**src/design/wsg_pkg.sv**
```systemverilog
`timescale 1ns / 1ps
// ----------------------------------------------------------------------------
// wsg_pkg
// Shared types, constants and wave tables of the waveform sample generator.
// ----------------------------------------------------------------------------
package wsg_pkg;

    localparam int SAMPLE_W        = 12;
    localparam int DIVISOR_W       = 9;
    localparam int VELOCITY_W      = 8;
    localparam int OFFSET_W        = 8;
    localparam int DAC_W           = 16;
    localparam int CFG_IDX_W       = 1;
    localparam int CFG_DATA_W      = 8;
    localparam int S_TDATA_W       = 8;
    localparam int M_TDATA_W       = 32;
    localparam int RAMP_STEPS_DEF  = 16;
    localparam int TABLE_DEPTH     = 16;
    localparam int TABLE_IDX_W     = 4;

    localparam logic [SAMPLE_W-1:0]   FULL_SCALE   = 12'hFFF;
    localparam logic [3:0]            DAC_CTRL     = 4'h7;
    localparam logic [VELOCITY_W-1:0] VELOCITY_RST = 8'd1;

    // Register indexes of the configuration port.
    localparam logic [CFG_IDX_W-1:0] CFG_WAVE_SELECT = 1'b0;
    localparam logic [CFG_IDX_W-1:0] CFG_VELOCITY    = 1'b1;

    // Event kinds carried on the input tuser bit.
    localparam logic EVT_SAMPLE   = 1'b0;
    localparam logic EVT_DUTY_END = 1'b1;

    typedef enum logic [1:0] {
        WAVE_SQUARE   = 2'd0,
        WAVE_SAWTOOTH = 2'd1,
        WAVE_SINE     = 2'd2,
        WAVE_TRIANGLE = 2'd3
    } t_wave;

    typedef enum logic [1:0] {
        S_IDLE = 2'd0,
        S_DIV  = 2'd1,
        S_PUT  = 2'd2
    } t_state;

    typedef struct packed {
        logic load;
        logic step;
        logic put;
    } t_dp_cmd;

    typedef struct packed {
        logic div_last;
        logic out_free;
    } t_dp_status;

    localparam logic [SAMPLE_W-1:0] SINE_TABLE [TABLE_DEPTH] = '{
        12'd2048, 12'd2832, 12'd3496, 12'd3940, 12'd4095, 12'd3940, 12'd3496, 12'd2832,
        12'd2048, 12'd1264, 12'd600,  12'd156,  12'd0,    12'd156,  12'd600,  12'd1264
    };

    localparam logic [SAMPLE_W-1:0] TRIANGLE_TABLE [TABLE_DEPTH] = '{
        12'd0,    12'd512,  12'd1024, 12'd1536, 12'd2048, 12'd2560, 12'd3072, 12'd3584,
        12'd4095, 12'd3584, 12'd3072, 12'd2560, 12'd2049, 12'd1536, 12'd1025, 12'd512
    };

endpackage

```
**src/design/wsg_ctrl.sv**
```systemverilog
`timescale 1ns / 1ps
// ----------------------------------------------------------------------------
// wsg_ctrl
// Sequencer: accepts one event, runs the divider for a sample tick and hands the result over.
// ----------------------------------------------------------------------------
module wsg_ctrl (
    input  logic                i_clk,
    input  logic                i_rst_n,
    input  logic                i_s_tvalid,
    input  logic                i_kind,
    input  wsg_pkg::t_dp_status i_status,
    output logic                o_s_tready,
    output wsg_pkg::t_dp_cmd    o_cmd
);
    import wsg_pkg::*;

    t_state r_state;
    t_state n_state;

    always_ff @(posedge i_clk) begin
        if (!i_rst_n) begin
            r_state <= S_IDLE;
        end else begin
            r_state <= n_state;
        end
    end

    always_comb begin
        n_state = r_state;
        unique case (r_state)
            S_IDLE: begin
                if (i_s_tvalid) begin
                    n_state = (i_kind == EVT_DUTY_END) ? S_PUT : S_DIV;
                end
            end
            S_DIV: begin
                if (i_status.div_last) begin
                    n_state = S_PUT;
                end
            end
            S_PUT: begin
                if (i_status.out_free) begin
                    n_state = S_IDLE;
                end
            end
            default: n_state = S_IDLE;
        endcase
    end

    always_comb begin
        o_s_tready = 1'b0;
        o_cmd      = '0;
        unique case (r_state)
            S_IDLE: begin
                o_s_tready = 1'b1;
                o_cmd.load = i_s_tvalid;
            end
            S_DIV: begin
                o_cmd.step = 1'b1;
            end
            S_PUT: begin
                o_cmd.put = i_status.out_free;
            end
            default: begin
                o_s_tready = 1'b0;
            end
        endcase
    end

`ifndef SYNTH
    a_busy_after_accept: assert property (@(posedge i_clk) disable iff (!i_rst_n)
        (i_s_tvalid && o_s_tready) |=> !o_s_tready)
        else $error("input accepted again while an event is in progress");

    a_div_ends_in_put: assert property (@(posedge i_clk) disable iff (!i_rst_n)
        (r_state == S_DIV && i_status.div_last) |=> (r_state == S_PUT))
        else $error("divider finished but result was not handed over");

    a_put_returns_idle: assert property (@(posedge i_clk) disable iff (!i_rst_n)
        o_cmd.put |=> o_s_tready)
        else $error("not ready for the next event after a result was stored");
`endif

endmodule

```
**src/design/wsg_datapath.sv**
```systemverilog
`timescale 1ns / 1ps
// ----------------------------------------------------------------------------
// wsg_datapath
// Configuration, wave counters and tables, serial divider and output register.
// ----------------------------------------------------------------------------
module wsg_datapath #(
    parameter int RAMP_STEPS = wsg_pkg::RAMP_STEPS_DEF
) (
    input  logic                            i_clk,
    input  logic                            i_rst_n,
    input  logic                            i_cfg_we,
    input  logic [wsg_pkg::CFG_IDX_W-1:0]   i_cfg_addr,
    input  logic [wsg_pkg::CFG_DATA_W-1:0]  i_cfg_data,
    input  logic                            i_kind,
    input  logic [wsg_pkg::OFFSET_W-1:0]    i_offset,
    input  wsg_pkg::t_dp_cmd                i_cmd,
    input  logic                            i_m_tready,
    output wsg_pkg::t_dp_status             o_status,
    output logic                            o_m_tvalid,
    output logic [wsg_pkg::M_TDATA_W-1:0]   o_m_tdata
);
    import wsg_pkg::*;

    localparam int DIV_STEPS = SAMPLE_W;
    localparam int CNT_W     = $clog2(DIV_STEPS);
    localparam logic [SAMPLE_W-1:0] RAMP_STEP = SAMPLE_W'(4096 / RAMP_STEPS);
    localparam logic [CNT_W-1:0]    CNT_LAST  = CNT_W'(DIV_STEPS - 1);

    t_wave                   r_wave;
    logic [VELOCITY_W-1:0]   r_velocity;
    logic [SAMPLE_W-1:0]     r_ramp;
    logic [TABLE_IDX_W-1:0]  r_sine_idx;
    logic [TABLE_IDX_W-1:0]  r_tri_idx;
    logic [SAMPLE_W-1:0]     r_quo;
    logic [DIVISOR_W-1:0]    r_rem;
    logic [DIVISOR_W-1:0]    r_div;
    logic [CNT_W-1:0]        r_cnt;
    logic                    r_out_valid;
    logic [M_TDATA_W-1:0]    r_out_data;

    logic [SAMPLE_W-1:0]     n_ramp;
    logic [SAMPLE_W:0]       ramp_sum;
    logic [SAMPLE_W-1:0]     raw;
    logic [DIVISOR_W:0]      trial;
    logic [DIVISOR_W:0]      trial_diff;
    logic                    q_bit;

    always_ff @(posedge i_clk) begin
        if (!i_rst_n) begin
            r_wave     <= WAVE_SQUARE;
            r_velocity <= VELOCITY_RST;
        end else if (i_cfg_we) begin
            unique case (i_cfg_addr)
                CFG_WAVE_SELECT: r_wave     <= t_wave'(i_cfg_data[1:0]);
                CFG_VELOCITY:    r_velocity <= i_cfg_data[VELOCITY_W-1:0];
                default:         r_wave     <= r_wave;
            endcase
        end
    end

    // Sawtooth climbs, clips at full scale and falls to zero on the next tick.
    always_comb begin
        ramp_sum = {1'b0, r_ramp} + {1'b0, RAMP_STEP};
        if (r_ramp == FULL_SCALE) begin
            n_ramp = '0;
        end else if (ramp_sum[SAMPLE_W]) begin
            n_ramp = FULL_SCALE;
        end else begin
            n_ramp = ramp_sum[SAMPLE_W-1:0];
        end
    end

    always_comb begin
        unique case (r_wave)
            WAVE_SQUARE:   raw = FULL_SCALE;
            WAVE_SAWTOOTH: raw = n_ramp;
            WAVE_SINE:     raw = SINE_TABLE[r_sine_idx];
            WAVE_TRIANGLE: raw = TRIANGLE_TABLE[r_tri_idx];
            default:       raw = FULL_SCALE;
        endcase
    end

    always_ff @(posedge i_clk) begin
        if (!i_rst_n) begin
            r_ramp     <= '0;
            r_sine_idx <= '0;
            r_tri_idx  <= '0;
        end else if (i_cmd.load && i_kind == EVT_SAMPLE) begin
            case (r_wave)
                WAVE_SAWTOOTH: r_ramp     <= n_ramp;
                WAVE_SINE:     r_sine_idx <= r_sine_idx + 1'b1;
                WAVE_TRIANGLE: r_tri_idx  <= r_tri_idx + 1'b1;
                default:       r_ramp     <= r_ramp;
            endcase
        end
    end

    // Restoring division, one quotient bit per cycle. A zero divisor makes
    // every trial subtraction succeed, so the quotient saturates at all ones.
    always_comb begin
        trial      = {r_rem, r_quo[SAMPLE_W-1]};
        trial_diff = trial - {1'b0, r_div};
        q_bit      = (trial >= {1'b0, r_div});
    end

    always_ff @(posedge i_clk) begin
        if (i_cmd.load) begin
            r_quo <= (i_kind == EVT_DUTY_END) ? '0 : raw;
            r_rem <= '0;
            r_div <= {1'b0, r_velocity} + {1'b0, i_offset};
            r_cnt <= '0;
        end else if (i_cmd.step) begin
            r_quo <= {r_quo[SAMPLE_W-2:0], q_bit};
            r_rem <= q_bit ? trial_diff[DIVISOR_W-1:0] : trial[DIVISOR_W-1:0];
            r_cnt <= r_cnt + 1'b1;
        end
    end

    always_ff @(posedge i_clk) begin
        if (!i_rst_n) begin
            r_out_valid <= 1'b0;
        end else if (i_cmd.put) begin
            r_out_valid <= 1'b1;
        end else if (i_m_tready) begin
            r_out_valid <= 1'b0;
        end
    end

    always_ff @(posedge i_clk) begin
        if (i_cmd.put) begin
            r_out_data <= {4'h0, r_quo, DAC_CTRL, r_quo};
        end
    end

    assign o_status.div_last = (r_cnt == CNT_LAST);
    assign o_status.out_free = !r_out_valid || i_m_tready;
    assign o_m_tvalid        = r_out_valid;
    assign o_m_tdata         = r_out_data;

`ifndef SYNTH
    a_sine_advance: assert property (@(posedge i_clk) disable iff (!i_rst_n)
        (i_cmd.load && i_kind == EVT_SAMPLE && r_wave == WAVE_SINE)
        |=> (r_sine_idx == $past(r_sine_idx) + 1'b1))
        else $error("sine index did not advance on a sine sample tick");

    a_duty_end_zero: assert property (@(posedge i_clk) disable iff (!i_rst_n)
        (i_cmd.load && i_kind == EVT_DUTY_END) |=> (r_quo == '0))
        else $error("duty end did not clear the sample");

    a_put_shows_word: assert property (@(posedge i_clk) disable iff (!i_rst_n)
        i_cmd.put |=> (o_m_tvalid && o_m_tdata[DAC_W-1:SAMPLE_W] == DAC_CTRL))
        else $error("stored result lacks the DAC control nibble");
`endif

endmodule

```
**src/design/waveform_sample_generator.sv**
```systemverilog
`timescale 1ns / 1ps
// ----------------------------------------------------------------------------
// waveform_sample_generator
// Timer-event driven DAC sample generator for square, sawtooth, sine and
// triangle waves with amplitude scaling by division.
// ----------------------------------------------------------------------------
// Usage. Each input beat is one timer event: tuser says whether it is a sample
// tick or a duty end, and tdata carries the envelope offset for that tick.
// Every input beat produces exactly one output beat holding the 16-bit DAC
// command word and the scaled 12-bit sample.
// A sample tick takes the next raw sample of the selected wave, divides it by
// the velocity divisor plus the envelope offset and reports the quotient.
// The division is restoring and bit-serial, one quotient bit per cycle, so
// a sample tick passes through the accept, the divide steps and the store of
// the result before the block is ready again. The output beat is valid in
// the cycle after that store. A duty end skips the divider and goes from the
// accept straight to the store. One event is worked on at a time.
// The result sits in an output register, so the next event may be accepted
// while the previous beat still waits for the receiver. If the receiver
// stalls longer, the result waits in the quotient register and the sequencer
// holds its store state until the output register frees up; no beat is dropped.
// Configuration writes take effect at once and are meant to happen while the
// block is idle. Reset selects the square wave, sets the velocity divisor to
// one, clears the three wave counters and empties the output register.
// ----------------------------------------------------------------------------
module waveform_sample_generator #(
    parameter int RAMP_STEPS = wsg_pkg::RAMP_STEPS_DEF
) (
    input  logic                            i_clk,
    input  logic                            i_rst_n,
    // Configuration write port.
    input  logic                            i_cfg_we,
    input  logic [wsg_pkg::CFG_IDX_W-1:0]   i_cfg_addr,
    input  logic [wsg_pkg::CFG_DATA_W-1:0]  i_cfg_data,
    // Event input.
    input  logic                            s_axis_tvalid,
    output logic                            s_axis_tready,
    input  logic [wsg_pkg::S_TDATA_W-1:0]   s_axis_tdata,  // [7:0] envelope_offset
    input  logic                            s_axis_tuser,  // [0] event_kind
    // Sample output.
    output logic                            m_axis_tvalid,
    input  logic                            m_axis_tready,
    output logic [wsg_pkg::M_TDATA_W-1:0]   m_axis_tdata   // [15:0] dac_word,
                                                           // [27:16] sample_value,
                                                           // [31:28] zero
);
    import wsg_pkg::*;

    t_dp_cmd    cmd;
    t_dp_status status;

    wsg_ctrl u_ctrl (
        .i_clk      (i_clk),
        .i_rst_n    (i_rst_n),
        .i_s_tvalid (s_axis_tvalid),
        .i_kind     (s_axis_tuser),
        .i_status   (status),
        .o_s_tready (s_axis_tready),
        .o_cmd      (cmd)
    );

    wsg_datapath #(
        .RAMP_STEPS (RAMP_STEPS)
    ) u_datapath (
        .i_clk      (i_clk),
        .i_rst_n    (i_rst_n),
        .i_cfg_we   (i_cfg_we),
        .i_cfg_addr (i_cfg_addr),
        .i_cfg_data (i_cfg_data),
        .i_kind     (s_axis_tuser),
        .i_offset   (s_axis_tdata[OFFSET_W-1:0]),
        .i_cmd      (cmd),
        .i_m_tready (m_axis_tready),
        .o_status   (status),
        .o_m_tvalid (m_axis_tvalid),
        .o_m_tdata  (m_axis_tdata)
    );

endmodule

```
**config.mk**
```make
export PLATFORM = sky130hd
export DESIGN_NAME = waveform_sample_generator
export DESIGN_NICKNAME = d
export VERILOG_FILES = /design/src/design/wsg_pkg.sv /design/src/design/wsg_ctrl.sv /design/src/design/wsg_datapath.sv /design/src/design/waveform_sample_generator.sv
export SDC_FILE = /design/constraint.sdc
export NUM_CORES = 1
export LEC_CHECK = 0
export BUFFER_PORTS_ARGS = -buffer_cell sky130_fd_sc_hd__buf_2
export CAP_MARGIN = 10
export CORE_UTILIZATION = 40
export DETAILED_ROUTE_END_ITERATION = 10
export GPL_TIMING_DRIVEN = 0
export PLACE_DENSITY = 0.67
export SLEW_MARGIN = 20
export SYNTH_ARGS = -nofsm -noshare
export SYNTH_HDL_FRONTEND = slang
export SYNTH_SLANG_ARGS = --single-unit
```
**constraint.sdc**
```tcl
create_clock -name i_clk -period 3.5 [get_ports i_clk]
set_input_delay 0.35 -clock i_clk [delete_from_list [all_inputs] [get_ports i_clk]]
set_output_delay 0.35 -clock i_clk [all_outputs]
set_load 0.03 [all_outputs]
```
==> impl_metrics.py <==
metrics = {
    "clocking": {
        "clockBufferDepth": 2,
        "cts_tree": "built",
        "cts.sinks": 79,
        "root_buffer": "clkbuf_16",
        "ctsHoldBuffers": 0,
        "clk_pin_slew_worst_paths_ps": 60,
        "htreeDepth": 3,
        "cts_made_buffers": 9,
        "ctsResizeCount": 0,
        "clk_latency_ps": 330,
        "postCtsSetupRepairBufs": 0,
    },
    "synth": {
        "synth_top_area_cell": "edfxtp_1",
        "yosys_warnings": 0,
        "synth_top_family_by_area": "compound AO/OA/AOI/OAI gates",
        "async_flop_share_pct": 0,
        "ys_ff_latch": 79,
        "synth-compound-area-share_pct": 20.4,
        "synth_cell_type_count": 64,
        "synth_xor_area_share_pct": 3.39,
        "synth-edff-count": 33,
        "synth_area_leaders": "edfxtp_1, dfxtp_1, ha_1, nand2_1, buf_4",
        "netlist_area_um2": 4650,
        "muxShareOfSynthArea_pct": 1.56,
        "synth_top_flop_cell": "dfxtp_1",
        "synth_top_area_share_pct": 21.3,
        "synth.avg_cell_area_um2": 9.43,
        "yosysSeqAreaShare_pct": 41.1,
        "synth_fa_ha_area_share_pct": 8.67,
        "synthCells": 493,
        "synth_simple_gate_area_share_pct": 17.0,
    },
    "job": {
        "cap_violations": 0,
    },
    "detailed_routing": {
        "drt_wl_total_mm": 9.87,
        "drtIter0Drc": 152,
        "drt-wirelength-per-cell_um": 14.0,
        "vias": 3703,
        "ant_nets": 0,
        "drc": 0,
        "viasPerCell": 5.25,
        "first_pass_iters": 4,
    },
    "global_route": {
        "grt_pass1_vias": 3409,
        "grt_max_degree": 15,
        "antenna_found_initial": 0,
        "grt_pass1_wl_mm": 16.2,
        "grt_usage_pct": 17.4,
        "grt_overflow": 0,
    },
    "timing": {
        "setup_tns_ps": 0,
        "skew_ps": 6.62,
        "min_period_ps": 2700,
        "tightest_slew_ps": 921,
        "fin_ws_ps": 799,
        "hold_viol": 0,
        "final_max_slew_viol_count": 0,
        "rsz0062_at_grt": "false",
        "maxSlewHeadroom_pct": 38.4,
        "setup_viol": 0,
        "fin_crit_sh_pct": 77.2,
        "max_freq_mhz": 370,
    },
    "critical_path": {
        "crit_path_end_kind": "flip-flop",
        "worst_path_max_delay_cell": "a22oi_1",
        "crit_path_cell_trace": "inv_1, ha_1, inv_1, fa_1, a211oi_2, o21ai_2, a22oi_1, nor2_1, a221o_1",
        "cp_slowest_stage_delay_ps": 530,
        "required_ps": 3720,
        "cp_common_cell": "inv_1",
        "critPathTopFamily": "compound AO/OA/AOI/OAI gates",
        "critPathBufInv": 2,
        "crit_type": "flip-flop to flip-flop",
        "critical_path_arrival_ps": 2920,
        "crit_path_max_fanout": 6,
        "cp-start-kind": "flip-flop",
    },
    "cells_and_area": {
        "mostFrequentLayoutCells": "buf_2, nand2_1, dfxtp_1",
        "layout_commonest_cell": "buf_2",
        "syn_to_final_growth_pct": 15.2,
        "multi_input_area_um2": 2400,
        "layout.nets": 612,
        "fillers": 1098,
        "num_antenna_cells": 0,
        "drive_gt1_share_pct": 17.6,
        "regArea_um2": 1910,
        "stdcell_count": 706,
    },
    "power": {
        "p_leak_nw": 2.17,
        "vdd_drop_max_mv": 0.222,
        "p_per_area_nw_per_um2": 428,
    },
    "place": {
        "gp_congestion": 0.856,
        "post-place-ws_ps": 906,
        "dp.cells": 690,
        "io_buffer_count": 48,
        "hpwl_mm": 7.50,
    },
    "die": {
        "chipHeight_um": 110,
        "die_area_um2": 12100,
        "core_um2": 11400,
        "start_util_pct": 40.9,
        "pin_count": 57,
        "core.rowCount": 39,
        "die_x_um": 110,
    },
    "run_status": {
        "outcome": "completed",
    },
    "worst_hold_path": {
        "hp-class": "input pin to flip-flop",
    },
}
[per-layer routing]
metal  vias to the layer above  track usage (%)  share of wire (%)
li1                       1874                -                  -
met1                      1719             22.5                 48
met2                        99             28.5                 46
met3                        11             3.38                5.1
met4                         0             6.67                1.2
met5                         -                0                  0
[worst paths after layout]
check,start,endpoint,slack [ps],cells after the start
max,u_datapath.r_quo[11]$_DFFE_PP_,u_datapath.r_rem[2]$_SDFFE_PP0P_,800,9
min reg2reg,u_datapath.r_quo[4]$_DFFE_PP_,u_datapath.o_m_tdata[20]$_DFFE_PP_,460,0
max reg2reg,u_datapath.r_quo[11]$_DFFE_PP_,u_datapath.r_rem[2]$_SDFFE_PP0P_,800,9
min,i_cfg_data[0],u_datapath.r_velocity[0]$_SDFFE_PN1P_,280,3
[worst reg2reg max path: stages, from the launching register on]
cell      delay [ps]
edfxtp_1         430
inv_1             90
ha_1             140
inv_1             50
fa_1             430
a211oi_2         300
o21ai_2          160
a22oi_1          530
nor2_1           160
a221o_1          290
[state kept, by name, summed over array words and instances (netlist names), 2 cells and up]
signal,cells
u_datapath.r_wave,2
u_datapath.r_sine_idx,4
u_datapath.r_div,9
u_ctrl.r_state,2
u_datapath.r_velocity,8
u_datapath.r_tri_idx,4
u_datapath.r_ramp,12
u_datapath.r_quo,12
u_datapath.r_rem,9
u_datapath.r_cnt,4
u_datapath.o_m_tdata,12
[cell families after synthesis]
| group | Yosys count |
|---|---|
| adders and majority gates | 31 |
| muxes | 6 |
| DFF | 79 |
| xor gates and xnor gates | 18 |
| and+or+nand+nor | 160 |
| other | 2 |
| AOI/OAI and AO/OA | 125 |
| buffers and inverters | 72 |
[stage by stage]
step	utilization [%]	hold WS [ps]	instance area [µm²]	power (mW)
after floorplan	-	426	4670	1.37
after global placement	44.8	446	5090	1.46
after detailed placement	44.8	446	5090	1.47
after CTS	47.1	264	5360	2.31
after global routing	47.1	286	5360	2.39
final	47.1	279	5360	2.29
[area by class of cell]
type	instances	area share, %
buffer	45	4.76
inverter	27	1.89
sequential	79	35.7
timing repair buffer	48	4.48
clock buffer	10	4.27
clock inverter	6	0.701
tap	143	3.34
multi-input combinational	348	44.9
[cell usage after synthesis (3+ instances only)]
library cell and number:
a221o_1 11, a22o_1 4, and3_1 3, ha_1 29, nor3_1 5, o21ai_0 17, buf_4 21, nor2b_1 14
nand4_1 6, nor2_1 37, a21oi_1 18, o211ai_1 8, o31ai_1 3, edfxtp_1 33, nand2_1 47, a21o_1 3
inv_1 27, mux2i_1 5, nand2b_1 10, xor2_1 6, a211oi_1 11, xnor2_1 12, nand3_1 15, a21boi_0 19
and2_1 11, dfxtp_1 46, buf_2 5, clkbuf_1 16, o22ai_1 3
[power by group]
part | internal [mW] | switching (mW) | leakage (nW)
Combinational | 0.149 | 0.230 | 1.36
Clock | 0.476 | 0.364 | 0.124
Sequential | 1.04 | 0.0362 | 0.690
Power figures use the tool's default switching activity.
